===== config.mk =====
export PLATFORM = sky130hd
export DESIGN_NAME = sha1_hash_engine_unit
export DESIGN_NICKNAME = d
export VERILOG_FILES = /design/src/sv/sha1_pkg.sv /design/src/sv/sha1_ctrl.sv /design/src/sv/sha1_dpath.sv /design/src/sv/sha1_hash_engine_unit.sv
export SDC_FILE = /design/constraint.sdc
export NUM_CORES = 2
export LEC_CHECK = 0
export ABC_CLOCK_PERIOD_IN_PS = 43200
export BUFFER_PORTS_ARGS = -buffer_cell sky130_fd_sc_hd__buf_2
export CORE_AREA = 2 2 354 531
export DETAILED_ROUTE_END_ITERATION = 6
export DIE_AREA = 0 0 356 533
export GPL_TIMING_DRIVEN = 1
export PLACE_DENSITY = 0.57
export SYNTH_ARGS = -nofsm -noshare
export SYNTH_HDL_FRONTEND = slang
export SYNTH_SLANG_ARGS = --single-unit

===== constraint.sdc =====
create_clock -name clock -period 43.2 [get_ports clock]
set_clock_uncertainty 0.1 [all_clocks]
set_input_delay 6.48 -clock clock [delete_from_list [all_inputs] [get_ports clock]]
set_output_delay 6.48 -clock clock [all_outputs]
set_load 0.01 [all_outputs]

===== src/sv/sha1_pkg.sv =====
package sha1_pkg;

   localparam int LEN_COUNT_BITS_DEF = 61;

   localparam int WORD_BITS  = 32;
   localparam int BLOCK_BITS = 512;
   localparam int CSR_IDX_BITS = 3;
   localparam int ROUND_BITS = 7;

   localparam logic [ROUND_BITS-1:0] LAST_ROUND   = 7'd79;
   localparam logic [ROUND_BITS-1:0] PHASE1_START = 7'd20;
   localparam logic [ROUND_BITS-1:0] PHASE2_START = 7'd40;
   localparam logic [ROUND_BITS-1:0] PHASE3_START = 7'd60;

   localparam logic [5:0] POS_LAST     = 6'd63;
   localparam logic [5:0] POS_LEN_BASE = 6'd56;

   localparam logic [7:0] PAD_MARK = 8'h80;

   localparam logic [CSR_IDX_BITS-1:0] REG_INIT_H0 = 3'd0;
   localparam logic [CSR_IDX_BITS-1:0] REG_INIT_H1 = 3'd1;
   localparam logic [CSR_IDX_BITS-1:0] REG_INIT_H2 = 3'd2;
   localparam logic [CSR_IDX_BITS-1:0] REG_INIT_H3 = 3'd3;
   localparam logic [CSR_IDX_BITS-1:0] REG_INIT_H4 = 3'd4;

   localparam logic [31:0] INIT_H0_RST = 32'h67452301;
   localparam logic [31:0] INIT_H1_RST = 32'hEFCDAB89;
   localparam logic [31:0] INIT_H2_RST = 32'h98BADCFE;
   localparam logic [31:0] INIT_H3_RST = 32'h10325476;
   localparam logic [31:0] INIT_H4_RST = 32'hC3D2E1F0;

   localparam logic [31:0] K_PHASE0 = 32'h5A827999;
   localparam logic [31:0] K_PHASE1 = 32'h6ED9EBA1;
   localparam logic [31:0] K_PHASE2 = 32'h8F1BBCDC;
   localparam logic [31:0] K_PHASE3 = 32'hCA62C1D6;

   typedef enum logic [1:0] {
      BSEL_MSG,
      BSEL_MARK,
      BSEL_ZERO,
      BSEL_LEN
   } bsel_type;

   typedef enum logic [1:0] {
      PH_CHOOSE,
      PH_PARITY1,
      PH_MAJORITY,
      PH_PARITY2
   } phase_type;

   typedef struct packed {
      logic      byte_push;
      bsel_type  byte_sel;
      logic [2:0] len_idx;
      logic      cnt_inc;
      logic      cnt_clear;
      logic      chain_load;
      logic      work_load;
      logic      round_en;
      phase_type phase;
      logic      chain_add;
      logic      dig_load;
   } cmd_type;

   function automatic logic [31:0] round_f(input phase_type ph, input logic [31:0] b,
                                           input logic [31:0] c, input logic [31:0] d);
      logic [31:0] res;
      case (ph)
         PH_CHOOSE:   res = (b & c) | (~b & d);
         PH_MAJORITY: res = (b & c) | (b & d) | (c & d);
         default:     res = b ^ c ^ d;
      endcase
      return res;
   endfunction

   function automatic logic [31:0] round_k(input phase_type ph);
      logic [31:0] res;
      case (ph)
         PH_CHOOSE:   res = K_PHASE0;
         PH_PARITY1:  res = K_PHASE1;
         PH_MAJORITY: res = K_PHASE2;
         default:     res = K_PHASE3;
      endcase
      return res;
   endfunction

endpackage


===== src/sv/sha1_ctrl.sv =====
module sha1_ctrl (
   input  logic              clock,
   input  logic              reset,
   input  logic              req_valid,
   output logic              req_ready,
   input  logic              req_last_byte,
   output logic              rsp_valid,
   input  logic              rsp_ready,
   output sha1_pkg::cmd_type cmd
);
   import sha1_pkg::*;

   typedef enum logic [2:0] {
      ST_IDLE,
      ST_LOAD,
      ST_ROUND,
      ST_ADD,
      ST_PAD,
      ST_DONE
   } state_type;

   state_type             state_ff, state_in;
   logic [5:0]            pos_ff, pos_in;
   logic [ROUND_BITS-1:0] rnd_ff, rnd_in;
   logic                  active_ff, active_in;
   logic                  last_ff, last_in;
   logic                  first_ff, first_in;
   logic                  len_ok_ff, len_ok_in;
   logic                  fin_ff, fin_in;
   logic                  rsp_valid_ff, rsp_valid_in;

   always_comb begin
      state_in     = state_ff;
      pos_in       = pos_ff;
      rnd_in       = rnd_ff;
      active_in    = active_ff;
      last_in      = last_ff;
      first_in     = first_ff;
      len_ok_in    = len_ok_ff;
      fin_in       = fin_ff;
      rsp_valid_in = rsp_valid_ff & ~rsp_ready;
      req_ready    = 1'b0;
      cmd          = '0;
      cmd.len_idx  = pos_ff[2:0];
      if (rnd_ff < PHASE1_START) begin
         cmd.phase = PH_CHOOSE;
      end else if (rnd_ff < PHASE2_START) begin
         cmd.phase = PH_PARITY1;
      end else if (rnd_ff < PHASE3_START) begin
         cmd.phase = PH_MAJORITY;
      end else begin
         cmd.phase = PH_PARITY2;
      end

      case (state_ff)
         ST_IDLE: begin
            req_ready = 1'b1;
            if (req_valid) begin
               cmd.byte_push  = 1'b1;
               cmd.byte_sel   = BSEL_MSG;
               cmd.cnt_inc    = 1'b1;
               cmd.chain_load = ~active_ff;
               active_in      = 1'b1;
               pos_in         = pos_ff + 6'd1;
               last_in        = req_last_byte;
               first_in       = req_last_byte;
               fin_in         = 1'b0;
               if (pos_ff == POS_LAST) begin
                  state_in = ST_LOAD;
               end else if (req_last_byte) begin
                  state_in = ST_PAD;
               end
            end
         end
         ST_LOAD: begin
            cmd.work_load = 1'b1;
            rnd_in        = '0;
            state_in      = ST_ROUND;
         end
         ST_ROUND: begin
            cmd.round_en = 1'b1;
            rnd_in       = rnd_ff + 7'd1;
            if (rnd_ff == LAST_ROUND) begin
               state_in = ST_ADD;
            end
         end
         ST_ADD: begin
            cmd.chain_add = 1'b1;
            if (fin_ff) begin
               state_in = ST_DONE;
            end else if (last_ff) begin
               state_in = ST_PAD;
            end else begin
               state_in = ST_IDLE;
            end
         end
         ST_PAD: begin
            cmd.byte_push = 1'b1;
            if (first_ff) begin
               cmd.byte_sel = BSEL_MARK;
               len_ok_in    = (pos_ff < POS_LEN_BASE);
            end else if (len_ok_ff && (pos_ff >= POS_LEN_BASE)) begin
               cmd.byte_sel = BSEL_LEN;
            end else begin
               cmd.byte_sel = BSEL_ZERO;
            end
            first_in = 1'b0;
            pos_in   = pos_ff + 6'd1;
            if (pos_ff == POS_LAST) begin
               fin_in    = ~first_ff & len_ok_ff;
               len_ok_in = 1'b1;
               state_in  = ST_LOAD;
            end
         end
         ST_DONE: begin
            if (!rsp_valid_ff || rsp_ready) begin
               cmd.dig_load  = 1'b1;
               cmd.cnt_clear = 1'b1;
               rsp_valid_in  = 1'b1;
               active_in     = 1'b0;
               last_in       = 1'b0;
               fin_in        = 1'b0;
               state_in      = ST_IDLE;
            end
         end
         default: begin
            state_in = ST_IDLE;
         end
      endcase
   end

   always_ff @(posedge clock) begin
      if (reset) begin
         state_ff     <= ST_IDLE;
         pos_ff       <= '0;
         rnd_ff       <= '0;
         active_ff    <= 1'b0;
         last_ff      <= 1'b0;
         first_ff     <= 1'b0;
         len_ok_ff    <= 1'b0;
         fin_ff       <= 1'b0;
         rsp_valid_ff <= 1'b0;
      end else begin
         state_ff     <= state_in;
         pos_ff       <= pos_in;
         rnd_ff       <= rnd_in;
         active_ff    <= active_in;
         last_ff      <= last_in;
         first_ff     <= first_in;
         len_ok_ff    <= len_ok_in;
         fin_ff       <= fin_in;
         rsp_valid_ff <= rsp_valid_in;
      end
   end

   assign rsp_valid = rsp_valid_ff;

endmodule


===== src/sv/sha1_dpath.sv =====
module sha1_dpath #(
   parameter int LEN_COUNT_BITS = sha1_pkg::LEN_COUNT_BITS_DEF
) (
   input  logic                              clock,
   input  logic                              reset,
   input  sha1_pkg::cmd_type                 cmd,
   input  logic [7:0]                        req_msg_byte,
   input  logic                              csr_wr_en,
   input  logic [sha1_pkg::CSR_IDX_BITS-1:0] csr_addr,
   input  logic [31:0]                       csr_wr_data,
   output logic [31:0]                       rsp_digest_w0,
   output logic [31:0]                       rsp_digest_w1,
   output logic [31:0]                       rsp_digest_w2,
   output logic [31:0]                       rsp_digest_w3,
   output logic [31:0]                       rsp_digest_w4
);
   import sha1_pkg::*;

   logic [31:0]               init_ff [5];
   logic [31:0]               chain_ff [5];
   logic [31:0]               dig_ff [5];
   logic [BLOCK_BITS-1:0]     blk_ff;
   logic [31:0]               a_ff, b_ff, c_ff, d_ff, e_ff;
   logic [LEN_COUNT_BITS-1:0] cnt_ff;

   logic [63:0] len_ext;
   logic [63:0] len_bits;
   logic [5:0]  len_lsb;
   logic [7:0]  push_byte;
   logic [31:0] w_cur;
   logic [31:0] w_mix;
   logic [31:0] w_next;
   logic [31:0] t_sum;

   assign len_ext  = 64'(cnt_ff);
   assign len_bits = {len_ext[60:0], 3'b000};
   assign len_lsb  = {3'(3'd7 - cmd.len_idx), 3'b000};

   always_comb begin
      case (cmd.byte_sel)
         BSEL_MSG:  push_byte = req_msg_byte;
         BSEL_MARK: push_byte = PAD_MARK;
         BSEL_LEN:  push_byte = len_bits[len_lsb +: 8];
         default:   push_byte = 8'h00;
      endcase
   end

   // The window holds sixteen schedule words, the oldest at the top.
   assign w_cur  = blk_ff[511:480];
   assign w_mix  = blk_ff[95:64] ^ blk_ff[255:224] ^ blk_ff[447:416] ^ blk_ff[511:480];
   assign w_next = {w_mix[30:0], w_mix[31]};
   assign t_sum  = {a_ff[26:0], a_ff[31:27]} + round_f(cmd.phase, b_ff, c_ff, d_ff)
                   + e_ff + w_cur + round_k(cmd.phase);

   always_ff @(posedge clock) begin
      if (reset) begin
         init_ff[0] <= INIT_H0_RST;
         init_ff[1] <= INIT_H1_RST;
         init_ff[2] <= INIT_H2_RST;
         init_ff[3] <= INIT_H3_RST;
         init_ff[4] <= INIT_H4_RST;
      end else if (csr_wr_en) begin
         case (csr_addr)
            REG_INIT_H0: init_ff[0] <= csr_wr_data;
            REG_INIT_H1: init_ff[1] <= csr_wr_data;
            REG_INIT_H2: init_ff[2] <= csr_wr_data;
            REG_INIT_H3: init_ff[3] <= csr_wr_data;
            REG_INIT_H4: init_ff[4] <= csr_wr_data;
            default: begin
            end
         endcase
      end
   end

   always_ff @(posedge clock) begin
      if (reset) begin
         cnt_ff <= '0;
      end else if (cmd.cnt_clear) begin
         cnt_ff <= '0;
      end else if (cmd.cnt_inc) begin
         cnt_ff <= cnt_ff + 1'b1;
      end
   end

   always_ff @(posedge clock) begin
      if (cmd.byte_push) begin
         blk_ff <= {blk_ff[BLOCK_BITS-9:0], push_byte};
      end else if (cmd.round_en) begin
         blk_ff <= {blk_ff[BLOCK_BITS-33:0], w_next};
      end
   end

   always_ff @(posedge clock) begin
      if (cmd.work_load) begin
         a_ff <= chain_ff[0];
         b_ff <= chain_ff[1];
         c_ff <= chain_ff[2];
         d_ff <= chain_ff[3];
         e_ff <= chain_ff[4];
      end else if (cmd.round_en) begin
         a_ff <= t_sum;
         b_ff <= a_ff;
         c_ff <= {b_ff[1:0], b_ff[31:2]};
         d_ff <= c_ff;
         e_ff <= d_ff;
      end
   end

   always_ff @(posedge clock) begin
      if (cmd.chain_load) begin
         for (int i = 0; i < 5; i++) begin
            chain_ff[i] <= init_ff[i];
         end
      end else if (cmd.chain_add) begin
         chain_ff[0] <= chain_ff[0] + a_ff;
         chain_ff[1] <= chain_ff[1] + b_ff;
         chain_ff[2] <= chain_ff[2] + c_ff;
         chain_ff[3] <= chain_ff[3] + d_ff;
         chain_ff[4] <= chain_ff[4] + e_ff;
      end
   end

   always_ff @(posedge clock) begin
      if (cmd.dig_load) begin
         for (int i = 0; i < 5; i++) begin
            dig_ff[i] <= chain_ff[i];
         end
      end
   end

   assign rsp_digest_w0 = dig_ff[0];
   assign rsp_digest_w1 = dig_ff[1];
   assign rsp_digest_w2 = dig_ff[2];
   assign rsp_digest_w3 = dig_ff[3];
   assign rsp_digest_w4 = dig_ff[4];

endmodule


===== src/sv/sha1_hash_engine_unit.sv =====
// Channel   Direction  Handshake                 Payload
// req       in         req_valid / req_ready     req_msg_byte, req_last_byte
// rsp       out        rsp_valid / rsp_ready     rsp_digest_w0 .. rsp_digest_w4
// csr       in         csr_wr_en                 csr_addr, csr_wr_data
//
// A request byte is taken in the idle state; every 64th byte then holds the input
// while the round unit runs its 80 rounds at one per cycle, plus load and add.
// A final byte is followed by the padding bytes, pushed one per cycle, and one or two
// such compressions before the digest is registered. Reset is synchronous, clears the
// control state and the byte count and loads the init registers with their reset
// values; the digest register holds until taken, and the next message proceeds until
// its own digest is ready.
module sha1_hash_engine_unit #(
   parameter int LEN_COUNT_BITS = sha1_pkg::LEN_COUNT_BITS_DEF
) (
   input  logic                              clock,
   input  logic                              reset,
   input  logic                              req_valid,
   output logic                              req_ready,
   input  logic [7:0]                        req_msg_byte,
   input  logic                              req_last_byte,
   output logic                              rsp_valid,
   input  logic                              rsp_ready,
   output logic [31:0]                       rsp_digest_w0,
   output logic [31:0]                       rsp_digest_w1,
   output logic [31:0]                       rsp_digest_w2,
   output logic [31:0]                       rsp_digest_w3,
   output logic [31:0]                       rsp_digest_w4,
   input  logic                              csr_wr_en,
   input  logic [sha1_pkg::CSR_IDX_BITS-1:0] csr_addr,
   input  logic [31:0]                       csr_wr_data
);
   import sha1_pkg::*;

   cmd_type cmd;

   sha1_ctrl u_ctrl (
      .clock         (clock),
      .reset         (reset),
      .req_valid     (req_valid),
      .req_ready     (req_ready),
      .req_last_byte (req_last_byte),
      .rsp_valid     (rsp_valid),
      .rsp_ready     (rsp_ready),
      .cmd           (cmd)
   );

   sha1_dpath #(
      .LEN_COUNT_BITS (LEN_COUNT_BITS)
   ) u_dpath (
      .clock         (clock),
      .reset         (reset),
      .cmd           (cmd),
      .req_msg_byte  (req_msg_byte),
      .csr_wr_en     (csr_wr_en),
      .csr_addr      (csr_addr),
      .csr_wr_data   (csr_wr_data),
      .rsp_digest_w0 (rsp_digest_w0),
      .rsp_digest_w1 (rsp_digest_w1),
      .rsp_digest_w2 (rsp_digest_w2),
      .rsp_digest_w3 (rsp_digest_w3),
      .rsp_digest_w4 (rsp_digest_w4)
   );

`ifndef ASSERT_OFF
   a_no_req_in_rounds: assert property (@(posedge clock) disable iff (reset)
      cmd.round_en |-> !req_ready)
      else $error("request channel open while rounds run");

   a_push_not_round: assert property (@(posedge clock) disable iff (reset)
      cmd.byte_push |-> !cmd.round_en && !cmd.chain_add)
      else $error("byte pushed during compression");

   a_digest_valid: assert property (@(posedge clock) disable iff (reset)
      cmd.dig_load |=> rsp_valid)
      else $error("digest loaded without response valid");

   a_no_overwrite: assert property (@(posedge clock) disable iff (reset)
      cmd.dig_load |-> !rsp_valid || rsp_ready)
      else $error("digest overwritten before it was taken");
`endif

endmodule

==> metrics.txt <==
status finished, final reports clean; total congestion overflow 0; final-report max-slew violation count 0; fin util 37.8%; port bufs 210; final worst-path cycle share 23.7%; crit path max fanout 210; area of the core 0.185 sq mm; layout cells sized above 1 8.75%; Rel. slew slack 19.1%; router iterations before antenna repair 7; vias in the first global route 42800; Die W 356 microns; vias per cell 4.99; dpl hpwl 121000 microns; Syn Nets 6245; Area contributors post-synth edfxtp_1, nand2_1, fa_1, ha_1, xnor2_1; DRT antenna net count 0; starting density of the core 33.7%; gr usage total 17.6%; count leader, synth nand2_1; reg2reg setup slack 35050 ps; Reg2Reg Launch Point u_ctrl.rnd_ff[3]; CP Launch Point req_valid; Mapped Cells 5871; CTS hold repair buffers 0; Leak Pwr 28.5 nW; first-pass GRT wire length 257000 microns; RSZ-0062 raised after global routing no; min Tclk post-route 10230 ps; Net count, final 6379; VDD IR max 33.6 uV; Mapped Avg Cell Area 10.7 sq um; Hold Vio Cnt, Final 0; # fillers 18200; number of synthesized register bits 1235; post-synth cell types 83; Avg WL per Cell 19.9 microns; clock transition at the registers of the reported paths 60 ps; EDFF count, synth 1152; final setup fails 0; DRC viols 0; fmax 0.0977 GHz; Post-synth top cells nand2_1, edfxtp_1, o21ai_0; Post-CTS Resized 0; Clk Tree Root Cell clkbuf_16; Ys Warns 0; CP arrival 10510 ps; WS Path Type in2reg; Yosys top cell area share 55.3%; Synth Flop Type edfxtp_1; CP endpoint kind register; area leader, netlist edfxtp_1; final std cells w/o fill 8555; Initial DRC Count 3564; row count 194; largest net degree at the start of global routing 224; Synth-to-Final Area Change 12.2%; Worst Reg-to-Reg Cells 26; RePlAce Congestion 0.948; final total negative setup slack 0 ps; max cap viols 0; Critical Path RT 43480 ps; Hold WC Path Type reg2reg; Critical Path Sink u_dpath.blk_ff[24]; Worst Max-Slew Pin Slew 1210 ps; Die H 533 microns; Worst R2R End u_dpath.a_ff[31]; Die Footprint 0.190 sq mm; Routed WL 170000 microns; clock tree buffer depth 3; sequential area share after synthesis 58.0%; type of origin of the critical path input pin; clk sinks 1235; H-tree depth 3; Mapped Area 0.0626 sq mm; pwr dens 41.7 mW/mm^2; CTS tree built; Post-CTS Setup Bufs 0; TritonCTS Buffers 113; Async SR Flop Fraction 0%; antenna violations before repair 4; Ports 211; Worst-Skew Late Latency 740 ps; Vias 42700; cell count after placement 8340
area by class of cell:
class	count	area (sq um)	area share [%]
diodes	2	5.00	0.00713
clock buffers	148	3110	4.43
clock inverters	65	756	1.08
inverters	233	885	1.26
multi-input cells	4170	24600	35.1
flip-flops and latches	1235	36300	51.7
well taps	2450	3070	4.37
repair buffers	252	1440	2.05
cell families after synthesis:
kind of cell	count (synthesis)	synth area share, %
compound gates	842	8.33
xor+xnor	312	4.37
fa+ha+maj	325	8.00
buf+inv	466	2.80
flops	1235	58.0
mux	61	1.31
simple gates	2630	17.2
layout by cell type (no fill, tap or decap), types with 11 or more instances in the layout:
master	n
nand2_1	2103
edfxtp_1	1152
o21ai_0	318
inv_1	231
buf_2	210
xnor2_1	200
ha_1	200
a21oi_1	179
nor2_1	175
fa_1	125
clkbuf_16	115
xor2_1	112
a21o_1	93
dfxtp_1	83
nand2b_1	63
nand3_1	62
and2_1	43
mux2_2	38
and3_1	37
buf_4	36
o21a_1	28
or3_1	27
nor3_1	26
a211oi_1	26
a22oi_1	22
o21bai_1	19
clkbuf_1	19
clkinv_2	18
a221o_1	17
a31oi_1	17
nand4_1	16
nor2b_1	16
clkinv_1	15
o31ai_1	14
mux4_2	13
bufinv_16	13
a31o_2	11
how the worst min path moves through the flow:
stage | from | end | slack [ps] | cells after the start
after global routing | u_dpath.chain_ff[0][139] | u_dpath.dig_ff[0][139] | 410 | 0
after detailed placement | u_ctrl.last_ff | u_ctrl.last_ff | 360 | 2
after CTS | u_ctrl.last_ff | u_ctrl.last_ff | 370 | 2
final | u_ctrl.last_ff | u_ctrl.last_ff | 370 | 2
after floorplan | u_ctrl.last_ff | u_ctrl.last_ff | 340 | 2
after global placement | u_ctrl.last_ff | u_ctrl.last_ff | 360 | 2
state kept, by name (all words and copies together), names as in the netlist, 7 cells and up:
| signal | flops |
|---|---|
| u_dpath.chain_ff | 160 |
| u_dpath.c_ff | 32 |
| u_dpath.e_ff | 32 |
| u_dpath.init_ff | 160 |
| u_dpath.d_ff | 32 |
| u_ctrl.rnd_ff | 7 |
| u_dpath.b_ff | 32 |
| u_dpath.blk_ff | 512 |
| u_dpath.cnt_ff | 61 |
| u_dpath.a_ff | 32 |
| u_dpath.dig_ff | 160 |
metal layers:
metal | global-route usage, % | up-vias | wire length, microns | share of wire (%)
li1 | - | 20500 | - | -
met1 | 20.9 | 20900 | 67400 | 40
met2 | 31.2 | 1045 | 86200 | 51
met3 | 1.87 | 298 | 7060 | 4.1
met4 | 9.35 | 0 | 9560 | 5.6
met5 | 0 | - | 0 | 0
per-stage QoR:
stage                     cell area (sq um)  hold slack, ps  total power, mW  worst slack [ps]
after floorplan                       62600             344             1.79             15160
after global placement                66300             358             1.89             32300
after detailed placement              66300             363             1.89             32230
after CTS                             70200             372             2.95             32970
after global routing                  70200             407             3.04             32590
final                                 70200             369             2.92             32970
worst max-delay path: stages:
cell	delay, ps
buf_2	190
o21a_4	830
buf_12	680
buf_4	900
buf_4	900
o21ai_0	240
where the power goes:
part           total, mW  leakage [nW]  internal, mW  switching (mW)
logic              0.345          14.8         0.130           0.215
clock network       1.06          1.87         0.587           0.472
registers           1.52          11.8          1.45          0.0749
No activity file was read; power rests on OpenSTA's default activity.
